**src/hw/rtl/mlpbp_pkg.sv**
```systemverilog
// Shared constants, codes and types for the MLP backpropagation weight update block.
package mlpbp_pkg;

   // Sizing of the stores
   localparam int MAX_LAYERS = 4;
   localparam int MAX_NODES  = 64;
   localparam int MAX_FANIN  = 128;
   localparam int VEC_DEPTH  = 512;
   localparam int REG_LAYERS = 4;
   localparam int NEURONS    = MAX_LAYERS * MAX_NODES;

   // Port field widths
   localparam int OP_W       = 3;
   localparam int NEUR_FLD_W = 8;
   localparam int POS_W      = 9;
   localparam int VAL_W      = 32;
   localparam int KIND_W     = 2;
   localparam int CSR_IDX_W  = 3;
   localparam int CSR_DATA_W = 17;
   localparam int LCNT_W     = 3;
   localparam int ICNT_W     = 7;
   localparam int NODE_W     = 7;
   localparam int RATE_W     = 17;

   // Internal widths
   localparam int LAYER_W = (MAX_LAYERS > 1) ? $clog2(MAX_LAYERS) : 1;
   localparam int CNT_W   = $clog2(MAX_NODES + 1);
   localparam int NIDX_W  = $clog2(MAX_NODES);
   localparam int NEUR_W  = $clog2(NEURONS);
   localparam int FAN_W   = $clog2(MAX_FANIN);
   localparam int FANC_W  = $clog2(MAX_FANIN + 1);
   localparam int VEC_W   = $clog2(VEC_DEPTH);
   localparam int WADDR_W = NEUR_W + FAN_W;
   localparam int PROD_W  = 2 * VAL_W;
   localparam int FRAC_W  = 16;
   localparam int TERM_W  = PROD_W - FRAC_W;
   localparam int BSUM_W  = TERM_W + NIDX_W;

   // Input operations
   localparam logic [OP_W-1:0] OP_LOAD_W  = 3'd0;
   localparam logic [OP_W-1:0] OP_LOAD_A  = 3'd1;
   localparam logic [OP_W-1:0] OP_LOAD_D  = 3'd2;
   localparam logic [OP_W-1:0] OP_LOAD_E  = 3'd3;
   localparam logic [OP_W-1:0] OP_RUN     = 3'd4;
   localparam logic [OP_W-1:0] OP_READ_W  = 3'd5;
   localparam logic [OP_W-1:0] OP_READ_D  = 3'd6;

   // Result kinds
   localparam logic [KIND_W-1:0] KIND_WEIGHT = 2'd0;
   localparam logic [KIND_W-1:0] KIND_DELTA  = 2'd1;
   localparam logic [KIND_W-1:0] KIND_RUN    = 2'd2;

   // Register indexes
   localparam logic [CSR_IDX_W-1:0] CSR_LAYER_COUNT = 3'd0;
   localparam logic [CSR_IDX_W-1:0] CSR_INPUT_COUNT = 3'd1;
   localparam logic [CSR_IDX_W-1:0] CSR_LAYER1      = 3'd2;
   localparam logic [CSR_IDX_W-1:0] CSR_LAYER2      = 3'd3;
   localparam logic [CSR_IDX_W-1:0] CSR_LAYER3      = 3'd4;
   localparam logic [CSR_IDX_W-1:0] CSR_LAYER4      = 3'd5;
   localparam logic [CSR_IDX_W-1:0] CSR_STEP_RATE   = 3'd6;

   // Datapath micro-ops
   localparam int UOP_W = 4;
   localparam logic [UOP_W-1:0] UOP_NONE    = 4'd0;
   localparam logic [UOP_W-1:0] UOP_BS_RD_D = 4'd1;
   localparam logic [UOP_W-1:0] UOP_BS_RD_W = 4'd2;
   localparam logic [UOP_W-1:0] UOP_BS_MUL  = 4'd3;
   localparam logic [UOP_W-1:0] UOP_BS_RND  = 4'd4;
   localparam logic [UOP_W-1:0] UOP_BS_ACC  = 4'd5;
   localparam logic [UOP_W-1:0] UOP_D_RD    = 4'd6;
   localparam logic [UOP_W-1:0] UOP_D_MUL   = 4'd7;
   localparam logic [UOP_W-1:0] UOP_D_SAT   = 4'd8;
   localparam logic [UOP_W-1:0] UOP_R_MUL   = 4'd9;
   localparam logic [UOP_W-1:0] UOP_R_SAT   = 4'd10;
   localparam logic [UOP_W-1:0] UOP_U_RD    = 4'd11;
   localparam logic [UOP_W-1:0] UOP_U_MUL   = 4'd12;
   localparam logic [UOP_W-1:0] UOP_U_RND   = 4'd13;
   localparam logic [UOP_W-1:0] UOP_U_WR    = 4'd14;
   localparam logic [UOP_W-1:0] UOP_EMIT    = 4'd15;

   typedef struct packed {
      logic [LCNT_W-1:0]                  layer_count;
      logic [ICNT_W-1:0]                  input_count;
      logic [REG_LAYERS-1:0][NODE_W-1:0]  nodes;
      logic [RATE_W-1:0]                  rate_q16;
   } cfg_type;

   typedef struct packed {
      logic               accept;
      logic [UOP_W-1:0]   uop;
      logic [NEUR_W-1:0]  row;       // weight row and delta address
      logic [FAN_W-1:0]   w_col;
      logic [VEC_W-1:0]   vaddr;
      logic [NIDX_W-1:0]  node_addr; // back sum and error address
      logic               first;
      logic               last;
      logic               bs_zero;
   } cmd_type;

endpackage

```
**src/hw/rtl/mlpbp_ctrl.sv**
```systemverilog
// Sequencer for loads, reads and the backpropagation pass.
module mlpbp_ctrl import mlpbp_pkg::*; (
   input  logic            clock,
   input  logic            reset,
   input  cfg_type         cfg,
   input  logic            req_valid,
   output logic            req_stall,
   input  logic [OP_W-1:0] req_op,
   output logic            rsp_valid,
   input  logic            rsp_stall,
   output cmd_type         cmd
);

   localparam logic [4:0] S_IDLE  = 5'd0;
   localparam logic [4:0] S_LAYER = 5'd1;
   localparam logic [4:0] S_BS_D  = 5'd2;
   localparam logic [4:0] S_BS_W  = 5'd3;
   localparam logic [4:0] S_BS_M  = 5'd4;
   localparam logic [4:0] S_BS_R  = 5'd5;
   localparam logic [4:0] S_BS_A  = 5'd6;
   localparam logic [4:0] S_D_R   = 5'd7;
   localparam logic [4:0] S_D_M   = 5'd8;
   localparam logic [4:0] S_D_S   = 5'd9;
   localparam logic [4:0] S_R_M   = 5'd10;
   localparam logic [4:0] S_R_S   = 5'd11;
   localparam logic [4:0] S_U_R   = 5'd12;
   localparam logic [4:0] S_U_M   = 5'd13;
   localparam logic [4:0] S_U_N   = 5'd14;
   localparam logic [4:0] S_U_W   = 5'd15;
   localparam logic [4:0] S_NEXT  = 5'd16;
   localparam logic [4:0] S_EMIT  = 5'd17;

   logic [4:0]         state_ff, state_in;
   logic [LAYER_W-1:0] li_ff, li_in;
   logic [NIDX_W-1:0]  k_ff, k_in, l_ff, l_in;
   logic [FAN_W-1:0]   j_ff, j_in;
   logic               rsp_valid_ff, rsp_valid_in;

   logic [CNT_W-1:0]   n_g     [MAX_LAYERS];
   logic [NEUR_W-1:0]  base_g  [MAX_LAYERS];
   logic [VEC_W-1:0]   start_g [MAX_LAYERS];
   logic [FANC_W-1:0]  fan_g   [MAX_LAYERS];
   logic [LCNT_W-1:0]  lay;
   logic [ICNT_W-1:0]  ins;

   logic [LAYER_W-1:0] li_last, li_nx;
   logic               last, emit, bs_phase, u_phase;
   logic [CNT_W-1:0]   ncur, nnext;
   logic [NEUR_W-1:0]  bcur, bnext;
   logic [VEC_W-1:0]   st, sp;
   logic [FANC_W-1:0]  fan;
   logic               k_end, kn_end, l_end, j_end;

   // layer geometry from the registers, saturated to the store sizes
   always_comb begin
      lay = (cfg.layer_count > LCNT_W'(MAX_LAYERS)) ? LCNT_W'(MAX_LAYERS) : cfg.layer_count;
      ins = (cfg.input_count > ICNT_W'(MAX_FANIN - 1)) ? ICNT_W'(MAX_FANIN - 1)
                                                       : cfg.input_count;
      for (int i = 0; i < MAX_LAYERS; i++) begin
         n_g[i] = (cfg.nodes[i] > NODE_W'(MAX_NODES)) ? CNT_W'(MAX_NODES)
                                                      : CNT_W'(cfg.nodes[i]);
         if (i == 0) begin
            base_g[i]  = '0;
            start_g[i] = '0;
            fan_g[i]   = FANC_W'(ins) + FANC_W'(1);
         end else begin
            base_g[i]  = base_g[i-1] + NEUR_W'(n_g[i-1]);
            start_g[i] = start_g[i-1] + VEC_W'(fan_g[i-1]);
            fan_g[i]   = FANC_W'(n_g[i-1]) + FANC_W'(1);
         end
      end
   end

   assign li_last = LAYER_W'(lay - LCNT_W'(1));
   assign li_nx   = li_ff + LAYER_W'(1);
   assign last    = (li_ff == li_last);
   assign ncur    = n_g[li_ff];
   assign nnext   = n_g[li_nx];
   assign bcur    = base_g[li_ff];
   assign bnext   = base_g[li_nx];
   assign st      = start_g[li_ff];
   assign fan     = fan_g[li_ff];
   assign sp      = st + VEC_W'(fan);

   assign k_end  = (CNT_W'(k_ff) + CNT_W'(1) == ncur);
   assign kn_end = (CNT_W'(k_ff) + CNT_W'(1) == nnext);
   assign l_end  = (CNT_W'(l_ff) + CNT_W'(1) == ncur);
   assign j_end  = (FANC_W'(j_ff) + FANC_W'(1) == fan);

   assign emit     = (state_ff == S_EMIT) && (!rsp_valid_ff || !rsp_stall);
   assign bs_phase = (state_ff == S_BS_D) || (state_ff == S_BS_W) || (state_ff == S_BS_M) ||
                     (state_ff == S_BS_R) || (state_ff == S_BS_A);
   assign u_phase  = (state_ff == S_U_R) || (state_ff == S_U_M) || (state_ff == S_U_N) ||
                     (state_ff == S_U_W);

   assign req_stall = (state_ff != S_IDLE);
   assign rsp_valid = rsp_valid_ff;

   always_comb begin
      state_in     = state_ff;
      li_in        = li_ff;
      k_in         = k_ff;
      l_in         = l_ff;
      j_in         = j_ff;
      rsp_valid_in = emit | (rsp_valid_ff & rsp_stall);
      unique case (state_ff)
         S_IDLE: begin
            if (req_valid) begin
               unique case (req_op)
                  OP_RUN: begin
                     if (lay == '0) begin
                        state_in = S_EMIT;
                     end else begin
                        li_in    = li_last;
                        state_in = S_LAYER;
                     end
                  end
                  OP_READ_W, OP_READ_D: state_in = S_EMIT;
                  default: ;
               endcase
            end
         end
         S_LAYER: begin
            k_in = '0;
            l_in = '0;
            j_in = '0;
            priority if (ncur == '0) state_in = S_NEXT;
            else if (!last && nnext != '0) state_in = S_BS_D;
            else state_in = S_D_R;
         end
         S_BS_D: state_in = S_BS_W;
         S_BS_W: state_in = S_BS_M;
         S_BS_M: state_in = S_BS_R;
         S_BS_R: state_in = S_BS_A;
         S_BS_A: begin
            if (l_end) begin
               l_in = '0;
               if (kn_end) begin
                  k_in     = '0;
                  state_in = S_D_R;
               end else begin
                  k_in     = k_ff + NIDX_W'(1);
                  state_in = S_BS_D;
               end
            end else begin
               l_in     = l_ff + NIDX_W'(1);
               state_in = S_BS_W;
            end
         end
         S_D_R: state_in = S_D_M;
         S_D_M: state_in = S_D_S;
         S_D_S: state_in = S_R_M;
         S_R_M: state_in = S_R_S;
         S_R_S: begin
            j_in     = '0;
            state_in = S_U_R;
         end
         S_U_R: state_in = S_U_M;
         S_U_M: state_in = S_U_N;
         S_U_N: state_in = S_U_W;
         S_U_W: begin
            if (j_end) begin
               j_in = '0;
               if (k_end) begin
                  state_in = S_NEXT;
               end else begin
                  k_in     = k_ff + NIDX_W'(1);
                  state_in = S_D_R;
               end
            end else begin
               j_in     = j_ff + FAN_W'(1);
               state_in = S_U_R;
            end
         end
         S_NEXT: begin
            if (li_ff == '0) begin
               state_in = S_EMIT;
            end else begin
               li_in    = li_ff - LAYER_W'(1);
               state_in = S_LAYER;
            end
         end
         S_EMIT: if (emit) state_in = S_IDLE;
         default: state_in = S_IDLE;
      endcase
   end

   always_comb begin
      cmd           = '0;
      cmd.accept    = (state_ff == S_IDLE) && req_valid;
      cmd.row       = bs_phase ? bnext + NEUR_W'(k_ff) : bcur + NEUR_W'(k_ff);
      cmd.w_col     = bs_phase ? FAN_W'(l_ff) : j_ff;
      cmd.vaddr     = u_phase ? st + VEC_W'(j_ff) : sp + VEC_W'(k_ff);
      cmd.node_addr = bs_phase ? l_ff : k_ff;
      cmd.first     = (k_ff == '0);
      cmd.last      = last;
      cmd.bs_zero   = (nnext == '0);
      unique case (state_ff)
         S_BS_D:  cmd.uop = UOP_BS_RD_D;
         S_BS_W:  cmd.uop = UOP_BS_RD_W;
         S_BS_M:  cmd.uop = UOP_BS_MUL;
         S_BS_R:  cmd.uop = UOP_BS_RND;
         S_BS_A:  cmd.uop = UOP_BS_ACC;
         S_D_R:   cmd.uop = UOP_D_RD;
         S_D_M:   cmd.uop = UOP_D_MUL;
         S_D_S:   cmd.uop = UOP_D_SAT;
         S_R_M:   cmd.uop = UOP_R_MUL;
         S_R_S:   cmd.uop = UOP_R_SAT;
         S_U_R:   cmd.uop = UOP_U_RD;
         S_U_M:   cmd.uop = UOP_U_MUL;
         S_U_N:   cmd.uop = UOP_U_RND;
         S_U_W:   cmd.uop = UOP_U_WR;
         S_EMIT:  cmd.uop = emit ? UOP_EMIT : UOP_NONE;
         default: cmd.uop = UOP_NONE;
      endcase
   end

   always_ff @(posedge clock) begin
      if (reset) begin
         state_ff     <= S_IDLE;
         li_ff        <= '0;
         k_ff         <= '0;
         l_ff         <= '0;
         j_ff         <= '0;
         rsp_valid_ff <= 1'b0;
      end else begin
         state_ff     <= state_in;
         li_ff        <= li_in;
         k_ff         <= k_in;
         l_ff         <= l_in;
         j_ff         <= j_in;
         rsp_valid_ff <= rsp_valid_in;
      end
   end

endmodule

```
**config.mk**
```make
export PLATFORM = sky130hd
export DESIGN_NAME = mlpbp_ctrl
export DESIGN_NICKNAME = d
export VERILOG_FILES = /design/src/hw/rtl/mlpbp_pkg.sv /design/src/hw/rtl/mlpbp_ctrl.sv
export SDC_FILE = /design/constraint.sdc
export NUM_CORES = 1
export LEC_CHECK = 0
export ABC_AREA = 1
export BUFFER_PORTS_ARGS = -buffer_cell sky130_fd_sc_hd__buf_2
export CAP_MARGIN = 5
export CORE_MARGIN = 10
export CORE_UTILIZATION = 50
export DETAILED_ROUTE_END_ITERATION = 16
export GPL_ROUTABILITY_DRIVEN = 0
export PLACE_DENSITY_LB_ADDON = 0.05
export RECOVER_POWER = 50
export SETUP_SLACK_MARGIN = 0.2
export SYNTH_ARGS = -nofsm -noshare
export SYNTH_HDL_FRONTEND = slang
export SYNTH_SLANG_ARGS = --single-unit
```
**constraint.sdc**
```tcl
create_clock -name clock -period 8.4 [get_ports clock]
set_clock_uncertainty 0.1 [all_clocks]
set_input_delay 1.26 -clock clock [delete_from_list [all_inputs] [get_ports clock]]
set_output_delay 1.26 -clock clock [all_outputs]
set_load 0.02 [all_outputs]
```
==> reports/metrics.cfg, run 1 <==
[die]
coreArea_sq_um=13200
io_pins=102
die_x_microns=136
chipHeight_microns=136
rows=42
dieArea_sq_um=18600
start_util=0.512

[global_route]
antenna_found_initial=0
grt_pass1_vias=7071
grt_overflow_total=0
grt.total_usage=0.234
grt_pass1_wl_microns=35700
grt_max_degree=53

[synthesis]
synth-edff-count=0
yosysTopAreaCell=nand2_1
synth-seq-cells=27
yosysSeqAreaShare=0.0798
netlist_instances=1201
synth.avg_cell_area_sq_um=5.64
synth_top_area_share=0.177
yosys-top-cells-area=nand2_1 18%, ha_1 11%, inv_1 10%
netlist_area_sq_um=6780
synthArstFlopShare=0
synth_warnings=0
synth_ff_type=dfxtp_1
synth_cell_types=53

[sta]
hold_viol=0
final.period_utilization=0.930
tns_ps=0
finalMaxSlewViolations=0
worst_pin_slew_ps=1060
rsz0062_at_grt=false
max_freq_mhz=128
worst_slew_margin_rel=0.292
worst_slack_ps=586
period_needed_ps=7810
setup_viol=0

[power_and_ir_drop]
p_leak_uw=0.00415
power_density_nw_per_um2=284
vdd_drop_max_mv=0.250

[final_layout]
area_growth_pct=8.66
multi_input_area_sq_um=5290
final_layout_size_suffix_gt1_frac=0.109
register_area_sq_um=542
final_common_cell=nand2_1
finalNetCount=1407
most-common-layout-cells=323 x nand2_1, 185 x inv_1, 125 x nand3_1, 109 x nor2_1, 78 x a21oi_1
antenna_cells=0
fillCellCount=1485
finalInstanceArea_sq_um=7360
instances_no_fill=1445

[cts]
clock_path_buffers=2
cts_max_level=1
numCtsBuffers=3
worstSkewPairLatency_ps=270
cts_tree=built
cts.sink_count=27
root_buffer=clkbuf_16
cts-hold-fix-buffers=0
clk_pin_slew_worst_paths_ps=70

[placed_design]
dp_cells=1436
dp_slack_ps=480
placed_cell_area_sq_um=7280
io_buffers=84
dp_hpwl_microns=18600

[detailed_routing]
highest_layer=met4
wl_met1_microns=10100
wl_per_cell_microns=15.5
num_vias=7804
wl_met2_microns=9700
drcViolationCount=0
wl_met3_microns=1810
routed_wirelength_microns=22500
ant_nets=0
dr.pass1.iters=5
drt_iter0_markers=618
vias_per_cell=5.40

[critical_path]
cp.required_ps=7040
reg2reg_from=li_ff[1]
crit_slowest_cell=fa_1
crit_arrival_ps=6450
ff2ff_setup_slack_ps=5130
r2r-end=k_ff[3]
worstRegToRegCells=19
path_common_cell=inv_1
endpoint_kind=output pin
cpPeakStageDelay_ps=510
critPathLaunchType=primary input
path_class=primary input to output pin
cp_max_fo=8

[run_status]
status=finished, final reports clean

[min_path]
hold_start=l_ff[3]
min_delay_path_depth=2
hold_class=flip-flop to flip-flop
hold_end=l_ff[3]

[flow_run]
maxCapViolCount=0

worst max-delay path: cells and delay by family:
kind / cells / cell delay [ps]
compound gates: 5 / 750
simple gates: 12 / 1230
buf+inv: 8 / 690
xor+xnor: 3 / 530
fa+ha+maj: 5 / 1960
registers in the layout, indices dropped and copies added (netlist names):
name	flops
state_ff	5
rsp_valid	1
l_ff	6
k_ff	6
li_ff	2
j_ff	7
cell type report:
| type | instances | area share |
|---|---|---|
| sequential | 27 | 0.0736 |
| timing repair buffer | 93 | 0.0639 |
| clock buffer | 4 | 0.0107 |
| tap | 176 | 0.0299 |
| multi-input combinational | 942 | 0.718 |
| inverter | 203 | 0.104 |
cell families (layout without fill, tap and decap cells):
group | after synthesis | count (layout) | share of synthesized area
muxes | 1 | 1 | 0.00148
and+or+nand+nor | 622 | 622 | 0.403
AOI/OAI and AO/OA | 194 | 194 | 0.161
buffers and inverters | 233 | 300 | 0.138
DFF | 27 | 27 | 0.0798
other | 1 | 2 | 0.000553
xor gates and xnor gates | 48 | 48 | 0.0631
adders and majority gates | 75 | 75 | 0.153
metrics by stage:
stage | util | total power [uW] | hold slack [ps]
after global routing | 0.556 | 2320 | 422
after global placement | 0.550 | 1960 | 396
after detailed placement | 0.550 | 1960 | 393
after CTS | 0.556 | 2090 | 404
after floorplan | - | 1510 | 372
final | 0.556 | 2090 | 404
timing repair:
action,CTS,global route
setup buffers,0,5
gates resized for setup,0,8
setup endpoints to repair,0,2
where the power goes:
| part | switching (uW) | internal, uW |
|---|---|---|
| Clock | 48.2 | 65.2 |
| Combinational | 1210 | 589 |
| Sequential | 32.4 | 149 |
| Total | 1290 | 804 |
worst max path at each step:
stage / from / slack [ps] / to / cells past startpoint
final: cfg[22] / 590 / cmd[17] / 33
after global routing: cfg[21] / 190 / cmd[17] / 37
after CTS: cfg[21] / 480 / cmd[17] / 37
after detailed placement: cfg[21] / 480 / cmd[17] / 37
after global placement: cfg[21] / 560 / cmd[17] / 37
after floorplan: cfg[21] / 1230 / cmd[17] / 36
synthesized netlist by cell type (9+ instances only):
cell type,count
nand2_2,13
inv_2,13
o21ai_0,63
dfxtp_1,27
clkbuf_1,18
nand3_1,122
fa_1,13
xor2_1,35
ha_1,62
inv_1,186
nor3_1,11
a21oi_1,79
nand2_1,319
xnor2_1,12
a31oi_1,9
nand4_1,15
nor2_1,107
metal layers:
layer	vias up	global-route usage
li1	4026	-
met1	3439	0.311
met2	286	0.369
met3	53	0.0421
met4	0	0.0876
met5	-	0
(Power assumes the default switching activity.)
==> run 2: changes to the inputs <==
- CELL_PAD_IN_SITES_DETAIL_PLACEMENT: default -> 0
- CELL_PAD_IN_SITES_GLOBAL_PLACEMENT: default -> 1
- CORE_UTILIZATION: 50 -> 40
==> reports/metrics.cfg, run 2 (same netlist as run 1, synthesis figures left out) <==
[detailed_routing]
ant_nets=0  ; unchanged
routed_wirelength_microns=24600  ; +9.5%
drcViolationCount=0  ; unchanged
wl_per_cell_microns=16.5  ; +6.3%
dr.pass1.iters=5  ; unchanged
drt_iter0_markers=570  ; -7.8%
num_vias=7643  ; -2.1%
vias_per_cell=5.14  ; -4.9%

[final_layout]
finalNetCount=1405  ; -0.14%
final_common_cell=nand2_1
most-common-layout-cells=322 x nand2_1, 186 x inv_1, 125 x nand3_1, 109 x nor2_1, 79 x a21oi_1
final_layout_size_suffix_gt1_frac=0.110  ; +0.000961
instances_no_fill=1488  ; +3.0%
finalInstanceArea_sq_um=7420  ; +0.73%
top_regs=j_ff (7), k_ff (6), l_ff (6)
top_register=j_ff
largest_reg_flops=7  ; unchanged
area_growth_pct=9.45

[critical_path]
path_class=primary input to output pin
endpoint_kind=output pin
crit_slowest_cell=fa_1
crit_arrival_ps=6380  ; -70 ps
cp.required_ps=7040  ; about the same
cp_max_fo=8  ; unchanged
path_common_cell=inv_1
cpPeakStageDelay_ps=500  ; about the same
critPathLaunchType=primary input
worstRegToRegCells=16  ; -3
r2r-end=k_ff[3]
reg2reg_from=li_ff[0]
ff2ff_setup_slack_ps=4690  ; -440 ps

[sta]
setup_viol=0  ; unchanged
period_needed_ps=7740  ; -69.2 ps
tns_ps=0  ; unchanged
final.period_utilization=0.922  ; -0.00824
worst_slew_margin_rel=0.277  ; -0.0152
finalMaxSlewViolations=0  ; unchanged
worst_pin_slew_ps=1080  ; +22.8 ps
hold_viol=0  ; unchanged
worst_slack_ps=655  ; +69.2 ps
max_freq_mhz=129  ; +0.89%
rsz0062_at_grt=false

[run_status]
status=finished, final reports clean

[die]
coreArea_sq_um=16600  ; +25%
dieArea_sq_um=22500  ; +21%
rows=47  ; +12%
start_util=0.409  ; -0.103
chipHeight_microns=150  ; +10%
die_x_microns=150  ; +10%
io_pins=102  ; unchanged

[placed_design]
placed_cell_area_sq_um=7340  ; +0.86%
dp_hpwl_microns=20500  ; +10%
dp_slack_ps=519  ; +39.9 ps
io_buffers=84  ; unchanged
dp_cells=1481  ; +3.1%

[global_route]
grt_max_degree=54  ; +1.9%
grt.total_usage=0.213  ; -0.0214
grt_overflow_total=0  ; unchanged
grt_pass1_wl_microns=38900  ; +9.1%
grt_pass1_vias=7202  ; +1.9%
antenna_found_initial=0  ; unchanged

[power_and_ir_drop]
p_leak_uw=0.00415  ; about the same
power_density_nw_per_um2=286  ; +0.78%
vdd_drop_max_mv=0.198  ; -20%

[cts]
cts_max_level=1  ; unchanged
cts_tree=built
worstSkewPairLatency_ps=270  ; about the same
clk_pin_slew_worst_paths_ps=70  ; about the same
cts.sink_count=27  ; unchanged
root_buffer=clkbuf_16
clock_path_buffers=2  ; unchanged
numCtsBuffers=3  ; unchanged
cts-hold-fix-buffers=0  ; unchanged

[min_path]
min_delay_path_depth=2  ; unchanged
hold_end=l_ff[3]
hold_start=l_ff[3]
hold_class=flip-flop to flip-flop

[flow_run]
maxCapViolCount=0  ; unchanged

## run 2: cell type report
| cell class | count | area, sq um |
|---|---|---|
| antenna | 1 | 2.50 |
| sequential | 27 | 542 |
| inverter | 203 | 767 |
| fill | 1884 | 9170 |
| multi-input combinational | 942 | 5290 |
| timing repair buffer | 91 | 458 |
| clock buffer | 3 | 75.1 |
| clock inverter | 1 | 5.00 |
| tap | 220 | 275 |
## run 2: timing repair
| action | in CTS | in global routing |
|---|---|---|
| hold endpoints to repair | 0 | 0 |
| resized for setup | 0 | 8 |
| buffers inserted | 0 | 2 |
| setup endpoints to repair | 0 | 2 |
## run 2: per-layer routing
layer	global-route usage	routed length (microns)	part of all wire	vias up
met1	0.297	11600	0.47	3430
met4	0.0219	188	0.0076	0
met5	0	0	0	-
met3	0.0255	1340	0.055	14
met2	0.355	11400	0.46	196
li1	-	-	-	4003
## run 2: how the worst max path moves through the flow
stage | start | end | slack (ps) | depth (start not counted)
after detailed placement | cfg[22] | cmd[17] | 520 | 37
after floorplan | cfg[21] | cmd[17] | 1230 | 36
after global placement | cfg[21] | cmd[17] | 510 | 37
final | cfg[20] | cmd[17] | 660 | 33
after global routing | cfg[20] | cmd[17] | 140 | 33
after CTS | cfg[21] | cmd[17] | 520 | 37
## run 2: critical path: cells and delay by family
family / cells / cell delay [ps]
simple gates: 12 / 1230
fa+ha+maj: 5 / 1970
compound gates: 5 / 750
buf+inv: 8 / 650
xor+xnor: 3 / 510
## run 2: where the power goes
group | switching, uW | leakage [uW] | internal, uW
clock | 49.0 | 0.0000409 | 64.4
sequential | 30.6 | 0.000219 | 149
combinational | 1240 | 0.00389 | 593
## run 2: per-stage QoR
step / util / total power, uW / hold WS [ps]
3_5_place_dp: 0.443 / 2010 / 397
5_1_grt: 0.447 / 2370 / 441
2_1_floorplan: - / 1510 / 372
6_report: 0.447 / 2120 / 416
4_1_cts: 0.448 / 2130 / 408
3_3_place_gp: 0.443 / 2010 / 399
